`src/hw/rtl/nzsd_pkg.sv`:
```
// Package for the zero-nibble-suppressed stream decoder.
// Holds the shared types, constants and the single-nibble step function.
// No dependencies.
package nzsd_pkg;

  localparam int unsigned PAIR_COUNT_BITS_DEF = 25;
  localparam int unsigned RES_MAX             = 4;
  localparam int unsigned RES_CNT_W           = $clog2(RES_MAX + 1);
  localparam int unsigned RES_IDX_W           = $clog2(RES_MAX);
  localparam logic [3:0]  NIB_MASK            = 4'hf;

  // Group assembly state carried from nibble to nibble.
  typedef struct packed {
    logic        have_key;
    logic [3:0]  key;
    logic [15:0] value;
  } nib_st_t;

  typedef struct packed {
    nib_st_t     st;
    logic        emit;
    logic [15:0] pair;
  } nib_res_t;

  // Results of one input byte, handed from the expander to the output buffer.
  typedef struct packed {
    logic [RES_CNT_W-1:0]      n;
    logic [RES_MAX-1:0][7:0]   bytes;
    logic [RES_MAX-1:0]        done;
  } exp_res_t;

  // Consumes one nibble. A zero key, or the last present nibble of a group,
  // completes the pair and clears the group state.
  function automatic nib_res_t nib_step(nib_st_t s, logic [3:0] nib_in);
    nib_res_t   r;
    logic       found;
    logic [3:0] nib;
    nib   = nib_in & NIB_MASK;
    found = 1'b0;
    r     = '0;
    if (!s.have_key) begin
      if (nib == 4'h0) begin
        r.emit = 1'b1;
        r.pair = 16'h0000;
      end else begin
        r.st.have_key = 1'b1;
        r.st.key      = nib;
        r.st.value    = 16'h0000;
      end
    end else begin
      r.st = s;
      for (int i = 0; i < 4; i++) begin
        if (!found && s.key[i]) begin
          r.st.value[4*i +: 4] = nib;
          r.st.key[i]          = 1'b0;
          found                = 1'b1;
        end
      end
      if (r.st.key == 4'h0) begin
        r.emit = 1'b1;
        r.pair = r.st.value;
        r.st   = '0;
      end
    end
    return r;
  endfunction

endpackage

```
`src/hw/rtl/nzsd_expand.sv`:
```
// Expander: holds the group and pair-count state and turns one compressed
// byte into up to two byte pairs in a single pass. Depends on nzsd_pkg.
module nzsd_expand #(
  parameter int unsigned PAIR_COUNT_BITS = nzsd_pkg::PAIR_COUNT_BITS_DEF
) (
  input  logic                       clk,
  input  logic                       rst_n,
  input  logic                       step_en,
  input  logic [7:0]                 comp_byte,
  input  logic [PAIR_COUNT_BITS-1:0] pair_count,
  output nzsd_pkg::exp_res_t         res
);
  import nzsd_pkg::*;

  nib_st_t                    st_r, st_nxt;
  logic [PAIR_COUNT_BITS-1:0] emitted_r, emitted_nxt;
  logic [PAIR_COUNT_BITS-1:0] next_a, next_b, after_lo;
  nib_res_t                   lo, hi;
  logic                       done_lo, done_hi, emit_hi;

  assign next_a = emitted_r + PAIR_COUNT_BITS'(1);
  assign next_b = emitted_r + PAIR_COUNT_BITS'(2);

  always_comb begin
    lo       = nib_step(st_r, comp_byte[3:0]);
    done_lo  = lo.emit && (next_a == pair_count);
    after_lo = lo.emit ? next_a : emitted_r;
    hi       = nib_step(lo.st, comp_byte[7:4]);
    // The high nibble is dropped once the low nibble has ended the stream.
    emit_hi  = hi.emit && !done_lo;
    done_hi  = emit_hi && ((lo.emit ? next_b : next_a) == pair_count);

    if (done_lo) begin
      st_nxt      = '0;
      emitted_nxt = '0;
    end else begin
      st_nxt = hi.st;
      if (done_hi) begin
        emitted_nxt = '0;
      end else if (emit_hi) begin
        emitted_nxt = lo.emit ? next_b : next_a;
      end else begin
        emitted_nxt = after_lo;
      end
    end

    res          = '0;
    res.n        = RES_CNT_W'({1'b0, lo.emit} + {1'b0, emit_hi}) << 1;
    res.bytes[0] = lo.emit ? lo.pair[7:0]  : hi.pair[7:0];
    res.bytes[1] = lo.emit ? lo.pair[15:8] : hi.pair[15:8];
    res.bytes[2] = hi.pair[7:0];
    res.bytes[3] = hi.pair[15:8];
    res.done[1]  = lo.emit ? done_lo : done_hi;
    res.done[3]  = done_hi;
  end

  always_ff @(posedge clk) begin
    if (!rst_n) begin
      st_r      <= '0;
      emitted_r <= '0;
    end else if (step_en) begin
      st_r      <= st_nxt;
      emitted_r <= emitted_nxt;
    end
  end

endmodule

```
`src/hw/rtl/nzsd_outbuf.sv`:
```
// Result buffer: takes all results of one input byte at once and hands them
// out one per transfer. Depends on nzsd_pkg.
module nzsd_outbuf (
  input  logic               clk,
  input  logic               rst_n,
  input  logic               load,
  input  nzsd_pkg::exp_res_t res,
  output logic               can_load,
  output logic               out_valid,
  input  logic               out_ready,
  output logic [7:0]         out_byte,
  output logic               out_run_last,
  output logic               out_stream_done
);
  import nzsd_pkg::*;

  logic [RES_MAX-1:0][7:0]   byte_r;
  logic [RES_MAX-1:0]        done_r;
  logic [RES_CNT_W-1:0]      cnt_r, cnt_nxt;
  logic [RES_IDX_W-1:0]      rd_r, rd_nxt;
  logic                      pop;

  assign out_valid       = (cnt_r != '0);
  assign pop             = out_valid && out_ready;
  // A new item may enter when the buffer is empty or empties in this cycle.
  assign can_load        = (cnt_r == '0) || ((cnt_r == RES_CNT_W'(1)) && out_ready);
  assign out_byte        = byte_r[rd_r];
  assign out_stream_done = done_r[rd_r];
  assign out_run_last    = (cnt_r == RES_CNT_W'(1));

  always_comb begin
    cnt_nxt = cnt_r;
    rd_nxt  = rd_r;
    if (load && can_load) begin
      cnt_nxt = res.n;
      rd_nxt  = '0;
    end else if (pop) begin
      cnt_nxt = cnt_r - RES_CNT_W'(1);
      rd_nxt  = rd_r + RES_IDX_W'(1);
    end
  end

  always_ff @(posedge clk) begin
    if (!rst_n) begin
      cnt_r <= '0;
      rd_r  <= '0;
    end else begin
      cnt_r <= cnt_nxt;
      rd_r  <= rd_nxt;
    end
  end

  always_ff @(posedge clk) begin
    if (load && can_load) begin
      byte_r <= res.bytes;
      done_r <= res.done;
    end
  end

endmodule

```
`src/hw/rtl/nibble_zero_suppress_decoder.sv`:
```
// An accepted byte passes the input register and then the result buffer register before
// its first output byte is valid; a new byte can enter while results are still going out.
// Each input byte yields N = 0, 2 or 4 output bytes, handed out one per transfer on the
// byte-wide output port; a stalled output holds the input back until the buffer drains.
// Reset (rst_n low, synchronous) empties all stages, clears the group and pair counter,
// and sets pair_count to 1. Depends on nzsd_pkg, nzsd_expand and nzsd_outbuf.
module nibble_zero_suppress_decoder #(
  parameter int unsigned PAIR_COUNT_BITS = nzsd_pkg::PAIR_COUNT_BITS_DEF
) (
  input  logic                       clk,
  input  logic                       rst_n,
  input  logic                       cfg_valid,
  output logic                       cfg_ready,
  input  logic [PAIR_COUNT_BITS-1:0] cfg_data,
  input  logic                       in_valid,
  output logic                       in_ready,
  input  logic [7:0]                 in_comp_byte,
  output logic                       out_valid,
  input  logic                       out_ready,
  output logic [7:0]                 out_byte,
  output logic                       out_run_last,
  output logic                       out_stream_done
);
  import nzsd_pkg::*;

  logic [PAIR_COUNT_BITS-1:0] pair_count_r;
  logic                       s1_valid_r;
  logic [7:0]                 s1_byte_r;
  logic                       can_load;
  logic                       s1_take;
  exp_res_t                   res;

  // Always ready; the user must write the pair count only while idle (not enforced).
  assign cfg_ready = 1'b1;

  always_ff @(posedge clk) begin
    if (!rst_n) begin
      pair_count_r <= PAIR_COUNT_BITS'(1);
    end else if (cfg_valid && cfg_ready) begin
      pair_count_r <= cfg_data;
    end
  end

  // The input register drains into the result buffer whenever the buffer is empty
  // or about to empty, so a new byte can follow in the next cycle while the
  // last result of the previous one is still being transferred.
  assign s1_take  = s1_valid_r && can_load;
  assign in_ready = !s1_valid_r || can_load;

  always_ff @(posedge clk) begin
    if (!rst_n) begin
      s1_valid_r <= 1'b0;
    end else if (in_ready) begin
      s1_valid_r <= in_valid;
    end
  end

  always_ff @(posedge clk) begin
    if (in_valid && in_ready) begin
      s1_byte_r <= in_comp_byte;
    end
  end

  // The expander advances its group state exactly when the registered byte
  // is handed to the result buffer.
  nzsd_expand #(
    .PAIR_COUNT_BITS(PAIR_COUNT_BITS)
  ) u_expand (
    .clk       (clk),
    .rst_n     (rst_n),
    .step_en   (s1_take),
    .comp_byte (s1_byte_r),
    .pair_count(pair_count_r),
    .res       (res)
  );

  nzsd_outbuf u_outbuf (
    .clk            (clk),
    .rst_n          (rst_n),
    .load           (s1_valid_r),
    .res            (res),
    .can_load       (can_load),
    .out_valid      (out_valid),
    .out_ready      (out_ready),
    .out_byte       (out_byte),
    .out_run_last   (out_run_last),
    .out_stream_done(out_stream_done)
  );

`ifndef SYNTHESIS
  // The end of a stream drops the rest of the byte, so it is always the last result.
  a_done_is_last: assert property (@(posedge clk) disable iff (!rst_n)
    out_valid && out_stream_done |-> out_run_last)
    else $error("stream end is not the last result of its byte");

  // An empty input register never blocks the input channel.
  a_empty_ready: assert property (@(posedge clk) disable iff (!rst_n)
    !s1_valid_r |-> in_ready)
    else $error("input stalled with an empty input register");

  // A held byte stays in place until the buffer takes it.
  a_hold_byte: assert property (@(posedge clk) disable iff (!rst_n)
    s1_valid_r && !can_load |=> s1_valid_r && $stable(s1_byte_r))
    else $error("registered byte lost while the buffer was busy");
`endif

endmodule
```
`config.mk`:
```
export PLATFORM = sky130hd
export DESIGN_NAME = nibble_zero_suppress_decoder
export DESIGN_NICKNAME = d
export VERILOG_FILES = /design/src/hw/rtl/nzsd_pkg.sv /design/src/hw/rtl/nzsd_expand.sv /design/src/hw/rtl/nzsd_outbuf.sv /design/src/hw/rtl/nibble_zero_suppress_decoder.sv
export SDC_FILE = /design/constraint.sdc
export NUM_CORES = 1
export LEC_CHECK = 0
export BUFFER_PORTS_ARGS = -buffer_cell sky130_fd_sc_hd__buf_4
export CORE_ASPECT_RATIO = 1.5
export CORE_UTILIZATION = 56
export DETAILED_ROUTE_END_ITERATION = 10
export MAX_ROUTING_LAYER = met4
export PLACE_DENSITY = 0.78
export SLEW_MARGIN = 20
export SYNTH_ARGS = -nofsm -noshare
export SYNTH_HDL_FRONTEND = slang
export SYNTH_SLANG_ARGS = --single-unit
```
`constraint.sdc`:
```
create_clock -name clk -period 8.6 [get_ports clk]
set_clock_uncertainty 0.2 [all_clocks]
set_input_delay 0.86 -clock clk [delete_from_list [all_inputs] [get_ports clk]]
set_output_delay 0.86 -clock clk [all_outputs]
set_load 0.02 [all_outputs]
```
==> metrics <==
root buffer cell=clkbuf_16; Total Routing Usage GR=40.04%; met3 usage=6.091%; WHS=257.0 ps; H-tree Lvls=4; # setup viols final=0; Placed Cells=1134; Worst setup SP type=flip-flop; met1 Use GR=40.73%; Fin Setup TNS=0 ps; Setup Buffers After CTS=0; Routed WL per cell=24.57 um; CTS Buf Count=17; status=finished, final reports clean; CP Max Fanout=20; Max Root-Sink Buffers=2; critical path class=flip-flop to flip-flop; Clk Latency, worst-skew pair=430 ps; ys async rst share=0%; vias in the first global route=7654; number of diodes=0; Final Hold Fails=0; Vert. Die Dim=150.8 um; area delta synth->final=11.16%; Detailed Place HPWL=21290 um; Reg clk slew, reported paths=60 ps; CP required=8720 ps; Critical Path Sink Type=flip-flop; Final Net Count=1001; Cell Pwr Density=224.8 nW/um^2; min cycle time layout=5260 ps; largest net degree at the start of global routing=45; Syn Inst Count=955; syn nets=999; final instance area=9194 um^2; # IOs=51; final wirelength=28640 um; fin util=63.59%; gpl congestion=1.056; compound-cell area share of the yosys netlist=19.73%; met2 Usage GRT=68.13%; PortBufs=49; fillers=1257; maximum clock frequency=190.1 MHz; Final period util=61.16%; Synth Area per Inst=8.660 um^2; worst path arrival time=5380 ps; XOR/XNOR Fraction of Synth Area=6.354%; most common flop cell mapped by yosys=dfxtp_1; DRT Pass-1 Iters=6; mean number of vias per cell=6.671; worst hold-check path type=flip-flop to flip-flop; Lkg Pwr=3.305 nW; EDFF count, synth=42; final slew viol count=0; main combinational cell family by area after synthesis=simple AND/OR/NAND/NOR gates; post-cts gate resize count=0; synthesized flop and latch total=119; leading cell type in the layout, fill and taps excluded=nor2_1; Seq/Total Area, Yosys=33.89%; die width=101.2 um; via count=7778; clock tree sinks=119; gr ovfl total=0; GRT busiest layer=met2; mux share of post-synthesis cell area=8.563%; first-pass GRT wire length=43280 um; FF+latch area=2803 um^2; antenna-violating nets left=0; Initial Util=57.20%; DRT iter0 DRCs=570; Rel. slew slack=27.88%; Synth warnings=0; max-cap violations=0; DRC Markers=0; worst-margin pin slew=1082 ps; RSZ-0062 raised after global routing=no; fraction of layout cells with a size suffix above 1=13.71%; Peak VDD IR=0.0001730 V; clock tree from TritonCTS=built; die area=15270 um^2; commonest cells after routing, fill and taps aside=nor2_1 (86), dfxtp_1 (77), nand2_1 (75), buf_4 (56), mux2i_1 (46); Yosys cell types=86; Std-Cell Rows=54; Synth Area in Adders=1.044%; hold buffer count at cts=0; Placed Area=8579 um^2; post-synthesis simple-gate area fraction=25.08%; initial antenna violation count=0; core area=14460 um^2; Multi-input gate area=5036 um^2; synthesized cell area=8270 um^2; non-filler instance count after layout=1166
==> cells in the mapped netlist, drive strengths merged, types with 16 or more instances <==
| master | count | area [um^2] |
|---|---|---|
| buf | 33 | 211.5 |
| nand3 | 31 | 165.2 |
| nor4 | 20 | 158.9 |
| xor2 | 24 | 210.2 |
| xnor2 | 36 | 315.3 |
| nand2b | 16 | 100.1 |
| o21ai | 52 | 271.5 |
| dfxtp | 77 | 1541 |
| and2 | 20 | 125.1 |
| inv | 20 | 75.07 |
| nor2 | 89 | 351.6 |
| nor2b | 37 | 231.5 |
| nand2 | 75 | 281.5 |
| a21oi | 38 | 190.2 |
| mux2i | 46 | 460.4 |
| edfxtp | 42 | 1261 |
| a22o | 24 | 210.2 |
| nand4 | 24 | 162.7 |
| nor3 | 25 | 130.1 |
| clkbuf | 40 | 151.4 |
==> worst paths after layout <==
check / start / to / slack (ps) / depth (start not counted)
max: u_expand.emitted_r[0]$_SDFFE_PN0P_ / u_expand.emitted_r[7]$_SDFFE_PN0P_ / 3340 / 11
min: u_expand.st_r[14]$_SDFFE_PN0P_ / u_expand.st_r[14]$_SDFFE_PN0P_ / 260 / 2
max reg2reg: u_expand.emitted_r[0]$_SDFFE_PN0P_ / u_expand.emitted_r[7]$_SDFFE_PN0P_ / 3340 / 11
min reg2reg: u_expand.st_r[14]$_SDFFE_PN0P_ / u_expand.st_r[14]$_SDFFE_PN0P_ / 260 / 2
==> report_power, final <==
part	internal, W	switching (W)	total, W
sequential	0.000665	0.0000729	0.000738
clock	0.000463	0.000290	0.000753
combinational	0.000214	0.000362	0.000576
==> registers in the layout, summed over array words and instances (netlist names), 2 cells and up <==
name                flops
u_outbuf.rd_r           2
pair_count_r           25
s1_byte_r               8
u_expand.st_r          21
u_outbuf.byte_r        32
u_expand.emitted_r     25
u_outbuf.done_r         2
u_outbuf.cnt_r          3
==> metrics by stage <==
stage | power (W) | worst slack [ps]
after floorplan | 0.001125 | 5119
after global placement | 0.001305 | 3558
after detailed placement | 0.001311 | 3540
after CTS | 0.002063 | 3510
after global routing | 0.002145 | 3115
final | 0.002067 | 3340
==> area by class of cell <==
type / count / area share [%]
multi-input cells: 743 / 54.78
flip-flops and latches: 119 / 30.48
clock buffers: 17 / 4.627
repair buffers: 56 / 4.573
well taps: 196 / 2.667
clock inverters: 15 / 2.055
inverters: 20 / 0.8165
==> critical path, cell delays in order, from the launching register on <==
cell and delay (ps):
dfxtp_1 680, ha_1 480, nand4_1 280, nor2_1 390, buf_4 280, nand3_1 170
xnor2_1 210, nor4_1 490, nand4_1 540, nand2_1 830, nor2_4 230, a221o_1 350
==> layer usage <==
layer	wire length [um]	share of wire, %
met1	10260	36
met2	14550	51
met3	1671	5.8
met4	2166	7.6
met5	0	0
==> cells by family (layout without fill, tap and decap cells) <==
logic type	Yosys count	count (layout)
compound gates	231	231
xor+xnor	60	60
fa+ha+maj	7	7
buf+inv	93	108
flops	119	119
mux	60	60
other cells	1	1
simple gates	384	384
(Power assumes the default switching activity.)
